`config.mk`:
```
export PLATFORM = sky130hd
export DESIGN_NAME = xed_queue
export DESIGN_NICKNAME = d
export VERILOG_FILES = /design/src/rtl/xed_pkg.sv /design/src/rtl/xed_queue.sv
export SDC_FILE = /design/constraint.sdc
export NUM_CORES = 1
export LEC_CHECK = 0
export ABC_CLOCK_PERIOD_IN_PS = 3000
export BUFFER_PORTS_ARGS = -buffer_cell sky130_fd_sc_hd__clkbuf_2
export CELL_PAD_IN_SITES_DETAIL_PLACEMENT = 1
export CELL_PAD_IN_SITES_GLOBAL_PLACEMENT = 2
export CORE_MARGIN = 1
export CORE_UTILIZATION = 45
export DETAILED_ROUTE_END_ITERATION = 8
export GPL_TIMING_DRIVEN = 0
export PLACE_DENSITY_LB_ADDON = 0.1
export SLEW_MARGIN = 20
export SYNTH_ARGS = -nofsm -noshare
export SYNTH_HDL_FRONTEND = slang
export SYNTH_SLANG_ARGS = --single-unit
export TNS_END_PERCENT = 10
```
`constraint.sdc`:
```
create_clock -name clk -period 3 [get_ports clk]
set_input_delay 0.45 -clock clk [delete_from_list [all_inputs] [get_ports clk]]
set_output_delay 0.45 -clock clk [all_outputs]
set_load 0.1 [all_outputs]
```
`src/rtl/xed_pkg.sv`:
```
package xed_pkg;

	localparam int NumEnt  = 5;
	localparam int HoldMax = 5;
	localparam int CandLen = HoldMax + 1;

	localparam logic [7:0] AMP = 8'h26;

	// Entity spellings, padded with zero beyond their length.
	localparam logic [7:0] ENT_TEXT [NumEnt][CandLen] = '{
		'{8'h26, 8'h6c, 8'h74, 8'h3b, 8'h00, 8'h00},
		'{8'h26, 8'h67, 8'h74, 8'h3b, 8'h00, 8'h00},
		'{8'h26, 8'h71, 8'h75, 8'h6f, 8'h74, 8'h3b},
		'{8'h26, 8'h61, 8'h70, 8'h6f, 8'h73, 8'h3b},
		'{8'h26, 8'h61, 8'h6d, 8'h70, 8'h3b, 8'h00}
	};
	localparam logic [2:0] ENT_LEN [NumEnt] = '{3'd4, 3'd4, 3'd6, 3'd6, 3'd5};
	localparam logic [7:0] ENT_CHAR [NumEnt] = '{8'h3c, 8'h3e, 8'h22, 8'h27, 8'h26};

	typedef struct packed {
		logic [7:0] in_byte;
		logic       in_last;
	} in_pay_t;

	typedef struct packed {
		logic [7:0] out_byte;
		logic       run_last;
		logic       string_end;
	} out_pay_t;

	// One queued run of results caused by a single input byte.
	typedef struct packed {
		logic [CandLen-1:0][7:0] bytes;
		logic [2:0]              cnt;
		logic                    last;
	} cmd_t;

	typedef struct packed {
		logic full;
		logic empty;
	} q_stat_t;

endpackage

```
`src/rtl/xed_queue.sv`:
```
module xed_queue #(
	parameter int Depth = 4
) (
	input  logic              clk,
	input  logic              arst_n,
	input  logic              push,
	input  xed_pkg::cmd_t     push_cmd,
	input  logic              pop,
	output xed_pkg::cmd_t     head,
	output xed_pkg::q_stat_t  q_stat
);

	localparam int PtrW = (Depth > 1) ? $clog2(Depth) : 1;
	localparam int CntW = $clog2(Depth + 1);

	xed_pkg::cmd_t   mem_q [Depth];
	logic [PtrW-1:0] wr_ptr_q;
	logic [PtrW-1:0] rd_ptr_q;
	logic [CntW-1:0] fill_q;

	assign q_stat.full  = (fill_q == CntW'(Depth));
	assign q_stat.empty = (fill_q == '0);
	assign head         = mem_q[rd_ptr_q];

	always_ff @(posedge clk or negedge arst_n) begin
		if (!arst_n) begin
			wr_ptr_q <= '0;
			rd_ptr_q <= '0;
			fill_q   <= '0;
		end else begin
			if (push) begin
				wr_ptr_q <= (wr_ptr_q == PtrW'(Depth - 1)) ? '0 : wr_ptr_q + 1'b1;
			end
			if (pop) begin
				rd_ptr_q <= (rd_ptr_q == PtrW'(Depth - 1)) ? '0 : rd_ptr_q + 1'b1;
			end
			if (push && !pop) begin
				fill_q <= fill_q + 1'b1;
			end else if (pop && !push) begin
				fill_q <= fill_q - 1'b1;
			end
		end
	end

	always_ff @(posedge clk) begin
		if (push) begin
			mem_q[wr_ptr_q] <= push_cmd;
		end
	end

endmodule

```
==> metrics.md <==
| Metric | Value |
|---|---|
| Netlist cell types | `19` |
| DRC viols | `0` |
| Die width | `135 um` |
| Setup Fix Bufs, Post-CTS | `0` |
| Drt first pass iters | `4` |
| Crit path kind | `register to primary output` |
| Skew-Pair Late Insertion Delay | `0.49 ns` |
| Final Worst Setup Slack | `0.368 ns` |
| DP Worst Slack | `0.855 ns` |
| Root Buffer | `clkbuf_16` |
| Clock sinks | `215` |
| Flops & latches, synth | `215` |
| Setup Viol. Count Final | `0` |
| CTS resizes | `0` |
| Cells after Synth | `309` |
| Max transition margin | `61.6%` |
| GRT overflow | `0` |
| Die area | `18,300 um^2` |
| CP Max Fanout | `10` |
| Final nets | `511` |
| Post-route ant nets | `0` |
| Startpoint Class | `register` |
| Routed len/inst | `20.4 um` |
| Syn Area/Cell | `25.8 um^2` |
| Post-layout instance area | `9600 um^2` |
| Post-Syn Nets | `372` |
| Final WL | `14.0 mm` |
| Post-synth top flop | `edfxtp_1` |
| Setup_tns | `0 ns` |
| Largest cells by area after synthesis | `edfxtp_1, mux4_2, dfrtp_1, mux4_1, buf_12` |
| RSZ-0062 raised after global routing | `no` |
| Initial DRC Count | `119` |
| Post-DP HPWL | `8.64 mm` |
| P&R area growth vs syn | `20.2%` |
| ANT cells | `0` |
| First-pass GRT wire length | `21.8 mm` |
| YS warnings | `0` |
| Least-Margin Pin Slew | `0.578 ns` |
| Vias | `3,551` |
| Inst Count DP | `647` |
| Hold path cells | `1` |
| Hold WC Path Type | `input pin to register` |
| CP endpoint kind | `primary output` |
| Crit path DAT | `2.18 ns` |
| Async SR Flop Fraction | `3.26%` |
| Hold Vio Cnt, Final | `0` |
| Clock skew | `0.0182 ns` |
| Die height | `135 um` |
| Worst-path clk slew | `0.06 ns` |
| Vias in the first global route | `3,977` |
| Max Fclk | `0.380 GHz` |
| Initial core utilization | `46.2%` |
| Outcome | `complete, no violations` |
| Core area | `17,300 um^2` |
| Leading area contributor after synthesis | `edfxtp_1` |
| Initial antenna violation count | `0` |
| DR vias/cell | `5.15` |
| DP Area | `8910 um^2` |
| Std cell rows | `48` |
| Layout Cells excl Fill | `689` |
| Total CTS buffers | `23` |
| Total track usage | `16.1%` |
| Period utilisation layout | `87.7%` |
| Max-cap viol count | `0` |
| Seq/Total Area, Yosys | `80.4%` |
| Layout cells sized above 1 | `44.6%` |
| CTS tree | `done` |
| Most frequent cells after synthesis | `edfxtp_1, mux4_2, dfrtp_1` |
| Post-synth EDFFs | `208` |
| H-tree level count | `1` |
| Longest Clk Path Bufs | `3` |
| Final min period | `2.63 ns` |
| IO buf count | `109` |
| Num ports | `110` |
| Synth top area share | `78.2%` |
| Count of final max-slew check failures | `0` |
| Worst EP required | `2.55 ns` |
| Synth Cell Area | `7990 um^2` |
| Cell with the most instances after synthesis | `edfxtp_1` |
| Reg2reg path depth | `4` |
| Final GP Congestion | `0.669` |
| CTS Hold Buffers Added | `1` |
| Largest net degree at the start of global routing | `36` |
| Fillers | `1,495` |
-- critical path: stages, from the launching register on --
cell and delay, ns:
dfrtp_1 0.37, buf_6 0.21, buf_12 0.18, mux4_2 0.53
clkbuf_2 0.39
-- stage by stage --
step                      hold slack [ns]  utilization [%]
after floorplan                     0.154                -
after CTS                           0.141             55.5
after global placement              0.300             51.0
after global routing                0.151             55.5
final                               0.167             55.5
after detailed placement            0.297             51.5
-- layer usage --
metal	share of wire (%)	GRT usage, %
met1	42	20.6
met2	50	27.4
met3	5.9	4.23
met4	2.0	4.06
met5	0	0
-- flip-flops by register name, summed over array words and instances (netlist names) --
name and flops:
fill_q 3, mem_q 208, rd_ptr_q 2, wr_ptr_q 2
-- cell type report --
cell class	instances	area, um^2	share of cell area [%]
clock buffers	32	609	6.35
plain buffers	12	141	1.47
flip-flops and latches	215	6420	66.9
multi-input cells	78	1420	14.8
inverters	4	15.0	0.156
repair buffers	114	643	6.70
well taps	225	282	2.93
clock inverters	9	66.3	0.691
-- cell usage in the layout, fill, tap and decap left out, types with 2 or more instances in the layout --
cell	synthesis	routed
edfxtp_1	208	208
clkbuf_2	0	109
mux4_2	48	48
clkbuf_16	0	23
clkbuf_1	0	9
buf_12	5	8
dfrtp_1	7	7
buf_2	6	6
ha_1	6	6
clkinv_1	0	6
inv_1	4	4
and2_4	0	4
mux4_1	4	4
mux2_2	3	3
nor2_1	3	3
nand2_1	2	2
o21ai_0	2	2
xor2_1	2	2
-- worst paths after layout --
path,to,start,slack (ns)
max,head[36],rd_ptr_q[0]$_DFFE_PN0P_,0.37
min,mem_q[2][24]$_DFFE_PP_,push_cmd[24],0.17
max reg2reg,mem_q[1][11]$_DFFE_PP_,wr_ptr_q[1]$_DFFE_PN0P_,1.29
min reg2reg,fill_q[2]$_DFFE_PN0P_,fill_q[2]$_DFFE_PN0P_,0.51
max in group asynchronous,fill_q[2]$_DFFE_PN0P_,arst_n,2.50
min in group asynchronous,rd_ptr_q[0]$_DFFE_PN0P_,arst_n,0.32
-- kinds of logic (layout without fill, tap and decap cells) --
| kind of cell | after synthesis | count (layout) | synth area share, % |
|---|---|---|---|
| compound gates | 2 | 2 | 0.125 |
| xor+xnor | 3 | 3 | 0.329 |
| fa+ha+maj | 7 | 7 | 1.19 |
| buf+inv | 16 | 171 | 1.96 |
| flops | 215 | 215 | 80.4 |
| mux | 55 | 55 | 15.3 |
| simple gates | 11 | 11 | 0.705 |
Power is not shown: default switching activity piles up to over one toggle a cycle in this logic, so the estimate is an artifact.
