$ cat config.mk
export PLATFORM = sky130hd
export DESIGN_NAME = xed_back_flat
export DESIGN_NICKNAME = d
export VERILOG_FILES = /design/src/rtl/xed_pkg.sv /design/src/rtl/xed_stream_if.sv /design/src/rtl/xed_back.sv /design/src/flat_wrapper.sv
export SDC_FILE = /design/constraint.sdc
export NUM_CORES = 1
export LEC_CHECK = 0
export CAP_MARGIN = 20
export CORE_AREA = 4 4 41 43
export DETAILED_ROUTE_END_ITERATION = 12
export DIE_AREA = 0 0 45 47
export DONT_BUFFER_PORTS = 1
export HOLD_SLACK_MARGIN = 0.12
export PLACE_DENSITY = 0.33
export SYNTH_ARGS = -nofsm -noshare
export SYNTH_HDL_FRONTEND = slang
export SYNTH_SLANG_ARGS = --single-unit
$ cat constraint.sdc
create_clock -name clk -period 1.42 [get_ports clk]
set_clock_uncertainty 0.05 [all_clocks]
set_input_delay 0.071 -clock clk [delete_from_list [all_inputs] [get_ports clk]]
set_output_delay 0.071 -clock clk [all_outputs]
set_load 0.05 [all_outputs]
$ cat src/rtl/xed_pkg.sv
package xed_pkg;

	localparam int NumEnt  = 5;
	localparam int HoldMax = 5;
	localparam int CandLen = HoldMax + 1;

	localparam logic [7:0] AMP = 8'h26;

	// Entity spellings, padded with zero beyond their length.
	localparam logic [7:0] ENT_TEXT [NumEnt][CandLen] = '{
		'{8'h26, 8'h6c, 8'h74, 8'h3b, 8'h00, 8'h00},
		'{8'h26, 8'h67, 8'h74, 8'h3b, 8'h00, 8'h00},
		'{8'h26, 8'h71, 8'h75, 8'h6f, 8'h74, 8'h3b},
		'{8'h26, 8'h61, 8'h70, 8'h6f, 8'h73, 8'h3b},
		'{8'h26, 8'h61, 8'h6d, 8'h70, 8'h3b, 8'h00}
	};
	localparam logic [2:0] ENT_LEN [NumEnt] = '{3'd4, 3'd4, 3'd6, 3'd6, 3'd5};
	localparam logic [7:0] ENT_CHAR [NumEnt] = '{8'h3c, 8'h3e, 8'h22, 8'h27, 8'h26};

	typedef struct packed {
		logic [7:0] in_byte;
		logic       in_last;
	} in_pay_t;

	typedef struct packed {
		logic [7:0] out_byte;
		logic       run_last;
		logic       string_end;
	} out_pay_t;

	// One queued run of results caused by a single input byte.
	typedef struct packed {
		logic [CandLen-1:0][7:0] bytes;
		logic [2:0]              cnt;
		logic                    last;
	} cmd_t;

	typedef struct packed {
		logic full;
		logic empty;
	} q_stat_t;

endpackage

$ cat src/rtl/xed_stream_if.sv
interface xed_stream_if #(
	parameter type payload_t = logic
) ();
	logic     valid;
	logic     ready;
	payload_t data;

	modport source (output valid, output data, input ready);
	modport sink (input valid, input data, output ready);
endinterface

$ cat src/rtl/xed_back.sv
module xed_back (
	input  logic              clk,
	input  logic              arst_n,
	input  xed_pkg::cmd_t     head,
	input  xed_pkg::q_stat_t  q_stat,
	output logic              pop,
	xed_stream_if.source      dout
);

	logic [2:0]        idx_q;
	logic              valid_q;
	xed_pkg::out_pay_t out_q;
	logic              load;
	logic              is_end;

	assign load       = !q_stat.empty && (!valid_q || dout.ready);
	assign is_end     = (idx_q == head.cnt - 3'd1);
	assign pop        = load && is_end;
	assign dout.valid = valid_q;
	assign dout.data  = out_q;

	always_ff @(posedge clk or negedge arst_n) begin
		if (!arst_n) begin
			idx_q   <= '0;
			valid_q <= 1'b0;
		end else begin
			if (load) begin
				valid_q <= 1'b1;
				idx_q   <= is_end ? 3'd0 : idx_q + 3'd1;
			end else if (dout.ready) begin
				valid_q <= 1'b0;
			end
		end
	end

	always_ff @(posedge clk) begin
		if (load) begin
			out_q.out_byte   <= head.bytes[idx_q];
			out_q.run_last   <= is_end;
			out_q.string_end <= is_end && head.last;
		end
	end

endmodule

$ cat src/flat_wrapper.sv
// flat-port wrapper written by rule: the top's interface ports become plain ports
module xed_back_flat 
  (clk, arst_n, head, q_stat, pop, dout_valid, dout_data, dout_ready);
  xed_stream_if dout_i ();
  input  logic clk;
  input  logic arst_n;
  input  xed_pkg::cmd_t head;
  input  xed_pkg::q_stat_t q_stat;
  output logic pop;
  output wire logic [$bits(dout_i.valid)-1:0] dout_valid;
  output wire logic [$bits(dout_i.data)-1:0] dout_data;
  input wire logic [$bits(dout_i.ready)-1:0] dout_ready;
  assign dout_valid = dout_i.valid;
  assign dout_data = dout_i.data;
  assign dout_i.ready = dout_ready;
  xed_back u_core (.clk(clk), .arst_n(arst_n), .head(head), .q_stat(q_stat), .pop(pop), .dout(dout_i));
endmodule
==> flow_metrics.env, run 1 <==
export IMPL_final_min_clock_period_ns=1.50
export IMPL_fin_cells=59
export IMPL_cts_tree="yes"
export IMPL_drc=0
export IMPL_worstPathRequired_ns=1.30
export IMPL_yosysWarnings=0
export IMPL_synth_cells=29
export IMPL_r2r_end="u_core.idx_q[2]$_DFFE_PN0P_"
export IMPL_slowest_delay_ns=0.37
export IMPL_clkTransAtPathRegs_ns=0.04
export IMPL_top_layer_used="met3"
export IMPL_vias=247
export IMPL_max_slew_worst_pin_slew_ns=0.460
export IMPL_cts_made_buffers=3
export IMPL_initial_core_util_pct=23.7
export IMPL_htreeDepth=1
export IMPL_hold_violations=0
export IMPL_setup_worst_path_start="u_core.idx_q[2]$_DFFE_PN0P_"
export IMPL_overflow=0
export IMPL_synth_area_um2=309
export IMPL_nFillCells=138
export IMPL_reg2reg_from="u_core.idx_q[2]$_DFFE_PN0P_"
export IMPL_cts_sinks=5
export IMPL_powerDensity_mw_per_mm2=1290
export IMPL_critPathKind="register to primary output"
export IMPL_dpl_hpwl_um=470
export IMPL_portBuffers=0
export IMPL_ctsRootBufferMaster="clkbuf_4"
export IMPL_wl_met1_um=253
export IMPL_viasPerCell=4.19
export IMPL_antenna_left=0
export IMPL_drt_wl_total_um=585
export IMPL_wl_per_cell_um=9.92
export IMPL_slew_headroom_pct=69.4
export IMPL_grt_pass1_wl_um=910
export IMPL_rrSetupSlack_ns=0.11
export IMPL_maxSlewViolCount=0
export IMPL_critical_path_slowest_cell="dfrtp_1"
export IMPL_fin_crit_sh_pct=106
export IMPL_violations="setup timing"
export IMPL_final_cell_mix="buf_4, dlygate4sd3_1, dfrtp_1"
export IMPL_drive_above_1_share_pct=36.4
export IMPL_firstDrtPassIters=3
export IMPL_routabilityCongestion=0.658
export IMPL_ys_seq_area_share_pct=42.1
export IMPL_hp_class="primary input to register"
export IMPL_peakVddDrop_v=0.000485
export IMPL_outcome="complete, but fails checks"
export IMPL_wl_met2_um=264
export IMPL_synth_area_per_cell_um2=10.7
export IMPL_grt_pass1_vias=243
export IMPL_rows=13
export IMPL_rsz0062_at_grt="yes"
export IMPL_diodes=0
export IMPL_cts_resized=0
export IMPL_startpoint_type="register"
export IMPL_wl_met3_um=67
export IMPL_die_h_um=47
export IMPL_synthesis_nets=88
export IMPL_critPathMaxFanout=2
export IMPL_p_leak_nw=0.225
export IMPL_cp_end_kind="primary output"
export IMPL_ys_ff_latch=5
export IMPL_clock_path_buffers=2
export IMPL_core_area_mm2=0.00130
export IMPL_drt_iter0_drc=1
export IMPL_fin_ws_ns=-0.0796
export IMPL_setup_viol_count_final=1
export IMPL_antenna_found_initial=0
export IMPL_area_growth_pct=57.1
export IMPL_nNetsFinal=104
export IMPL_die_area_mm2=0.00212
export IMPL_yosysUniqueCellTypes=17
export IMPL_io_pins=60
export IMPL_grt_max_degree=6
export IMPL_grt_total_usage_pct=6.83
export IMPL_clock_fmax_mhz=667
export IMPL_dp_cells=47
export IMPL_clk_latency_ns=0.24
export IMPL_final_util_pct=37.3
export IMPL_drv_cap=0
export IMPL_final_common_cell="buf_4"
export IMPL_r2r_cells=5
export IMPL_die_x_um=45
export IMPL_crit_chain="xnor3_1 -> nand3_2 -> nor3b_4 -> buf_12"
export IMPL_cp_arrival_ns=1.38
export IMPL_crit_end="pop"
## registers in the layout, summed over array words and instances, names as in the netlist
signal	count
u_core.idx_q	3
u_core.dout.valid	1
u_core.dout.data	1
## worst max-delay path, delay by kind of cell, from the launching register on
| kind | cells | cell delay, ns |
|---|---|---|
| xor+xnor | 1 | 0.22 |
| flops | 1 | 0.37 |
| simple gates | 2 | 0.37 |
| buf+inv | 1 | 0.17 |
## metrics by stage
stage                     power (W)  hold slack, ns  worst slack, ns  setup TNS [ns]  cell area, um2
after floorplan            0.000367          -0.275           -0.102          -0.102             330
after global placement     0.000424          -0.274           0.0910               0             387
after detailed placement   0.000428          -0.274           0.0832               0             387
after CTS                  0.000641           0.243          -0.0976         -0.0976             485
after global routing       0.000680           0.270           -0.167          -0.167             485
final                      0.000627           0.247          -0.0796         -0.0796             485
## cell families after synthesis
group	after synthesis	synth area share [%]
compound gates	1	1.62
xor+xnor	3	13.0
buf+inv	5	6.47
flops	5	42.1
fa+ha+maj	2	8.10
simple gates	11	22.3
mux	2	6.48
## how the worst min path moves through the flow
stage / startpoint / to / slack (ns) / cells after the start
final: head[1] / u_core.idx_q[2]$_DFFE_PN0P_ / 0.25 / 5
after global routing: head[1] / u_core.idx_q[2]$_DFFE_PN0P_ / 0.27 / 5
after CTS: head[1] / u_core.idx_q[2]$_DFFE_PN0P_ / 0.24 / 5
after detailed placement: arst_n / u_core.idx_q[1]$_DFFE_PN0P_ / -0.27 / 0
after global placement: arst_n / u_core.idx_q[1]$_DFFE_PN0P_ / -0.27 / 0
after floorplan: arst_n / u_core.dout.valid$_DFFE_PN0P_ / -0.27 / 0
## cell type report
type                            instances  area [um2]  share of cell area [%]
Tap cell                               15        18.8                    3.87
Clock buffer                            4        26.3                    5.41
Multi-Input combinational cell         19         178                    36.6
Sequential cell                         5         130                    26.8
Timing Repair Buffer                   12         115                    23.7
Inverter                                4        17.5                    3.61
## cell usage after synthesis (all sizes together)
cell type  n  area, um2
xnor3      1       22.5
ha         2       25.0
mux2i      2       20.0
inv        4       15.0
xor2       2       17.5
edfxtp     1       30.0
o21ai      1       5.00
nand3      2       15.0
nor2       2       7.51
nor3       1       10.0
clkbuf     1       5.00
nand2      3       11.3
nand2b     1       6.26
dfrtp      4        100
nor3b      1       12.5
nor2b      1       6.26
## power by group
group / internal, W / switching [W]
logic: 0.000131 / 0.000111
registers: 0.000182 / 0.0000390
clock network: 0.000106 / 0.0000582
## timing repair
| action | 4_1_cts | 5_1_grt |
|---|---|---|
| pin swaps | 2 | 0 |
| buffers inserted | 3 | 0 |
| setup endpoints to repair | 1 | 1 |
| hold buffers | 5 | 0 |
| hold endpoints to repair | 7 | 0 |
## per-layer routing
metal	GRT usage, %	vias to the layer above
met3	4.98	0
met4	5.26	0
li1	-	124
met1	7.16	113
met2	9.32	10
met5	0	-
(Power assumes the default switching activity.)
==> inputs of run 2 (changes only) <==
--- a/config.mk
+++ b/config.mk
@@ -10,8 +10,10 @@
 export DETAILED_ROUTE_END_ITERATION = 12
 export DIE_AREA = 0 0 45 47
 export DONT_BUFFER_PORTS = 1
+export GPL_TIMING_DRIVEN = 0
 export HOLD_SLACK_MARGIN = 0.12
 export PLACE_DENSITY = 0.33
 export SYNTH_ARGS = -nofsm -noshare
 export SYNTH_HDL_FRONTEND = slang
 export SYNTH_SLANG_ARGS = --single-unit
+export TNS_END_PERCENT = 100
==> flow_metrics.env, run 2 (synthesis gave the netlist of run 1 again) <==
export IMPL_outcome="complete, but fails checks"
export IMPL_violations="setup timing"
export IMPL_crit_buf_inv=0
export IMPL_drc=0
export IMPL_cp_end_kind="primary output"
export IMPL_routabilityCongestion=0.695
export IMPL_clkTransAtPathRegs_ns=0.05
export IMPL_drive_above_1_share_pct=43.9
export IMPL_firstDrtPassIters=3
export IMPL_crit_family="simple AND/OR/NAND/NOR gates"
export IMPL_critical_path_slowest_cell="nor3b_4"
export IMPL_cts_sinks=5
export IMPL_drv_cap=0
export IMPL_initial_core_util_pct=23.7
export IMPL_final_cell_mix="dlygate4sd3_1, nand2_1, clkbuf_4, buf_4, dfrtp_1"
export IMPL_p_leak_nw=0.219
export IMPL_io_pins=60
export IMPL_die_area_mm2=0.00212
export IMPL_grt_total_usage_pct=6.53
export IMPL_powerDensity_mw_per_mm2=1330
export IMPL_drt_wl_total_um=553
export IMPL_reg2reg_from="u_core.idx_q[0]$_DFFE_PN0P_"
export IMPL_drt_iter0_drc=1
export IMPL_crit_chain="xor2_2 -> nand3_4 -> nor3b_4"
export IMPL_setup_worst_path_start="u_core.idx_q[0]$_DFFE_PN0P_"
export IMPL_slowest_delay_ns=0.55
export IMPL_htreeDepth=1
export IMPL_critPathKind="register to primary output"
export IMPL_largest_reg_flops=3
export IMPL_grt_pass1_wl_um=834
export IMPL_clock_fmax_mhz=606
export IMPL_cts_made_buffers=3
export IMPL_grt_pass1_vias=192
export IMPL_final_util_pct=36.9
export IMPL_portBuffers=0
export IMPL_final_common_cell="dlygate4sd3_1"
export IMPL_antenna_left=0
export IMPL_dp_slack_ns=-0.213
export IMPL_diodes=0
export IMPL_power_frac_comb_pct=37.3
export IMPL_power_internal_w=0.000408
export IMPL_clk_latency_ns=0.25
export IMPL_max_slew_worst_pin_slew_ns=0.619
export IMPL_seqPwrFrac_pct=36.9
export IMPL_final_min_clock_period_ns=1.65
export IMPL_rsz0062_at_grt="yes"
export IMPL_vias=227
export IMPL_hold_violations=0
export IMPL_wl_per_cell_um=9.88
export IMPL_cp_arrival_ns=1.53
export IMPL_core_area_mm2=0.00130
export IMPL_fin_crit_sh_pct=116
export IMPL_startpoint_type="register"
export IMPL_critPathMaxFanout=3
export IMPL_overflow=0
export IMPL_grt_max_degree=7
export IMPL_regMostFlops="u_core.idx_q"
export IMPL_area_growth_pct=55.5
export IMPL_clockPowerShare_pct=25.8
export IMPL_min_delay_start="head[1]"
export IMPL_worstPathRequired_ns=1.30
export IMPL_hp_class="primary input to register"
export IMPL_viasPerCell=4.05
export IMPL_p_sw_share_pct=36.1
export IMPL_cts_tree="yes"
export IMPL_power_switching_w=0.000230
export IMPL_clock_path_buffers=2
export IMPL_die_h_um=47
export IMPL_setup_viol_count_final=2
export IMPL_rows=13
export IMPL_nNetsFinal=101
export IMPL_slew_headroom_pct=58.7
export IMPL_peakVddDrop_v=0.000574
export IMPL_fin_ws_ns=-0.229
export IMPL_antenna_found_initial=0
export IMPL_maxSlewViolCount=0
export IMPL_ctsRootBufferMaster="clkbuf_4"
export IMPL_die_x_um=45
-- run 2: what timing repair did --
item / CTS / global route
pin swaps: 4 / 0
hold buffers: 5 / 0
buffers inserted: 3 / 0
gates resized for setup: 4 / 1
endpoints found under the setup margin: 4 / 3
endpoints found under the hold margin: 8 / 0
-- run 2: layout make-up --
cell class,instances,area (um2)
Clock inverter,1,5.00
Inverter,4,17.5
Fill cell,141,821
Tap cell,15,18.8
Multi-Input combinational cell,19,208
Sequential cell,5,131
Timing Repair Buffer,8,72.6
Clock buffer,3,22.5
Buffer,1,5.00
-- run 2: path summary, 6_finish.rpt --
path | to | depth (start not counted) | slack [ns]
max | pop | 3 | -0.23
min | u_core.idx_q[2]$_DFFE_PN0P_ | 4 | 0.25
max reg2reg | u_core.idx_q[2]$_DFFE_PN0P_ | 4 | -0.15
min reg2reg | u_core.idx_q[0]$_DFFE_PN0P_ | 1 | 0.51
max in group asynchronous | u_core.dout.valid$_DFFE_PN0P_ | 2 | 0.56
min in group asynchronous | u_core.idx_q[2]$_DFFE_PN0P_ | 2 | 0.58
-- run 2: power groups by stage --
stage,logic (W),registers [W],clock network (W)
after global placement,0.000160,0.000234,0
after floorplan,0.000141,0.000226,0
final,0.000238,0.000235,0.000164
after global routing,0.000265,0.000240,0.000191
after CTS,0.000237,0.000237,0.000173
after detailed placement,0.000161,0.000235,0
-- run 2: worst register-to-register path: cells and delay by family, from the launching register on --
family | cells | cell delay [ns]
XOR/XNOR | 1 | 0.21
AND/OR/NAND/NOR | 3 | 0.76
flip-flops | 1 | 0.42
-- run 2: metal layers --
metal  vias to the layer above  global-route usage, %  share of wire [%]
met3                         0                   7.66                 14
met1                        99                   6.98                 43
met2                        12                   7.34                 42
met4                         0                   3.51                  0
li1                        116                      -                  -
met5                         -                      0                  0
-- run 2: through the flow --
| stage | power, W | cells | hold slack, ns | area, um2 | TNS [ns] |
|---|---|---|---|---|---|
| 6_report | 0.000638 | 56 | 0.251 | 480 | -0.381 |
| 5_1_grt | 0.000696 | 56 | 0.253 | 480 | -0.557 |
| 4_1_cts | 0.000647 | 56 | 0.241 | 473 | -0.416 |
| 3_5_place_dp | 0.000396 | 44 | -0.274 | 349 | -0.304 |
| 3_3_place_gp | 0.000394 | 44 | -0.274 | 349 | -0.280 |
| 2_1_floorplan | 0.000367 | 29 | -0.275 | 330 | -0.102 |
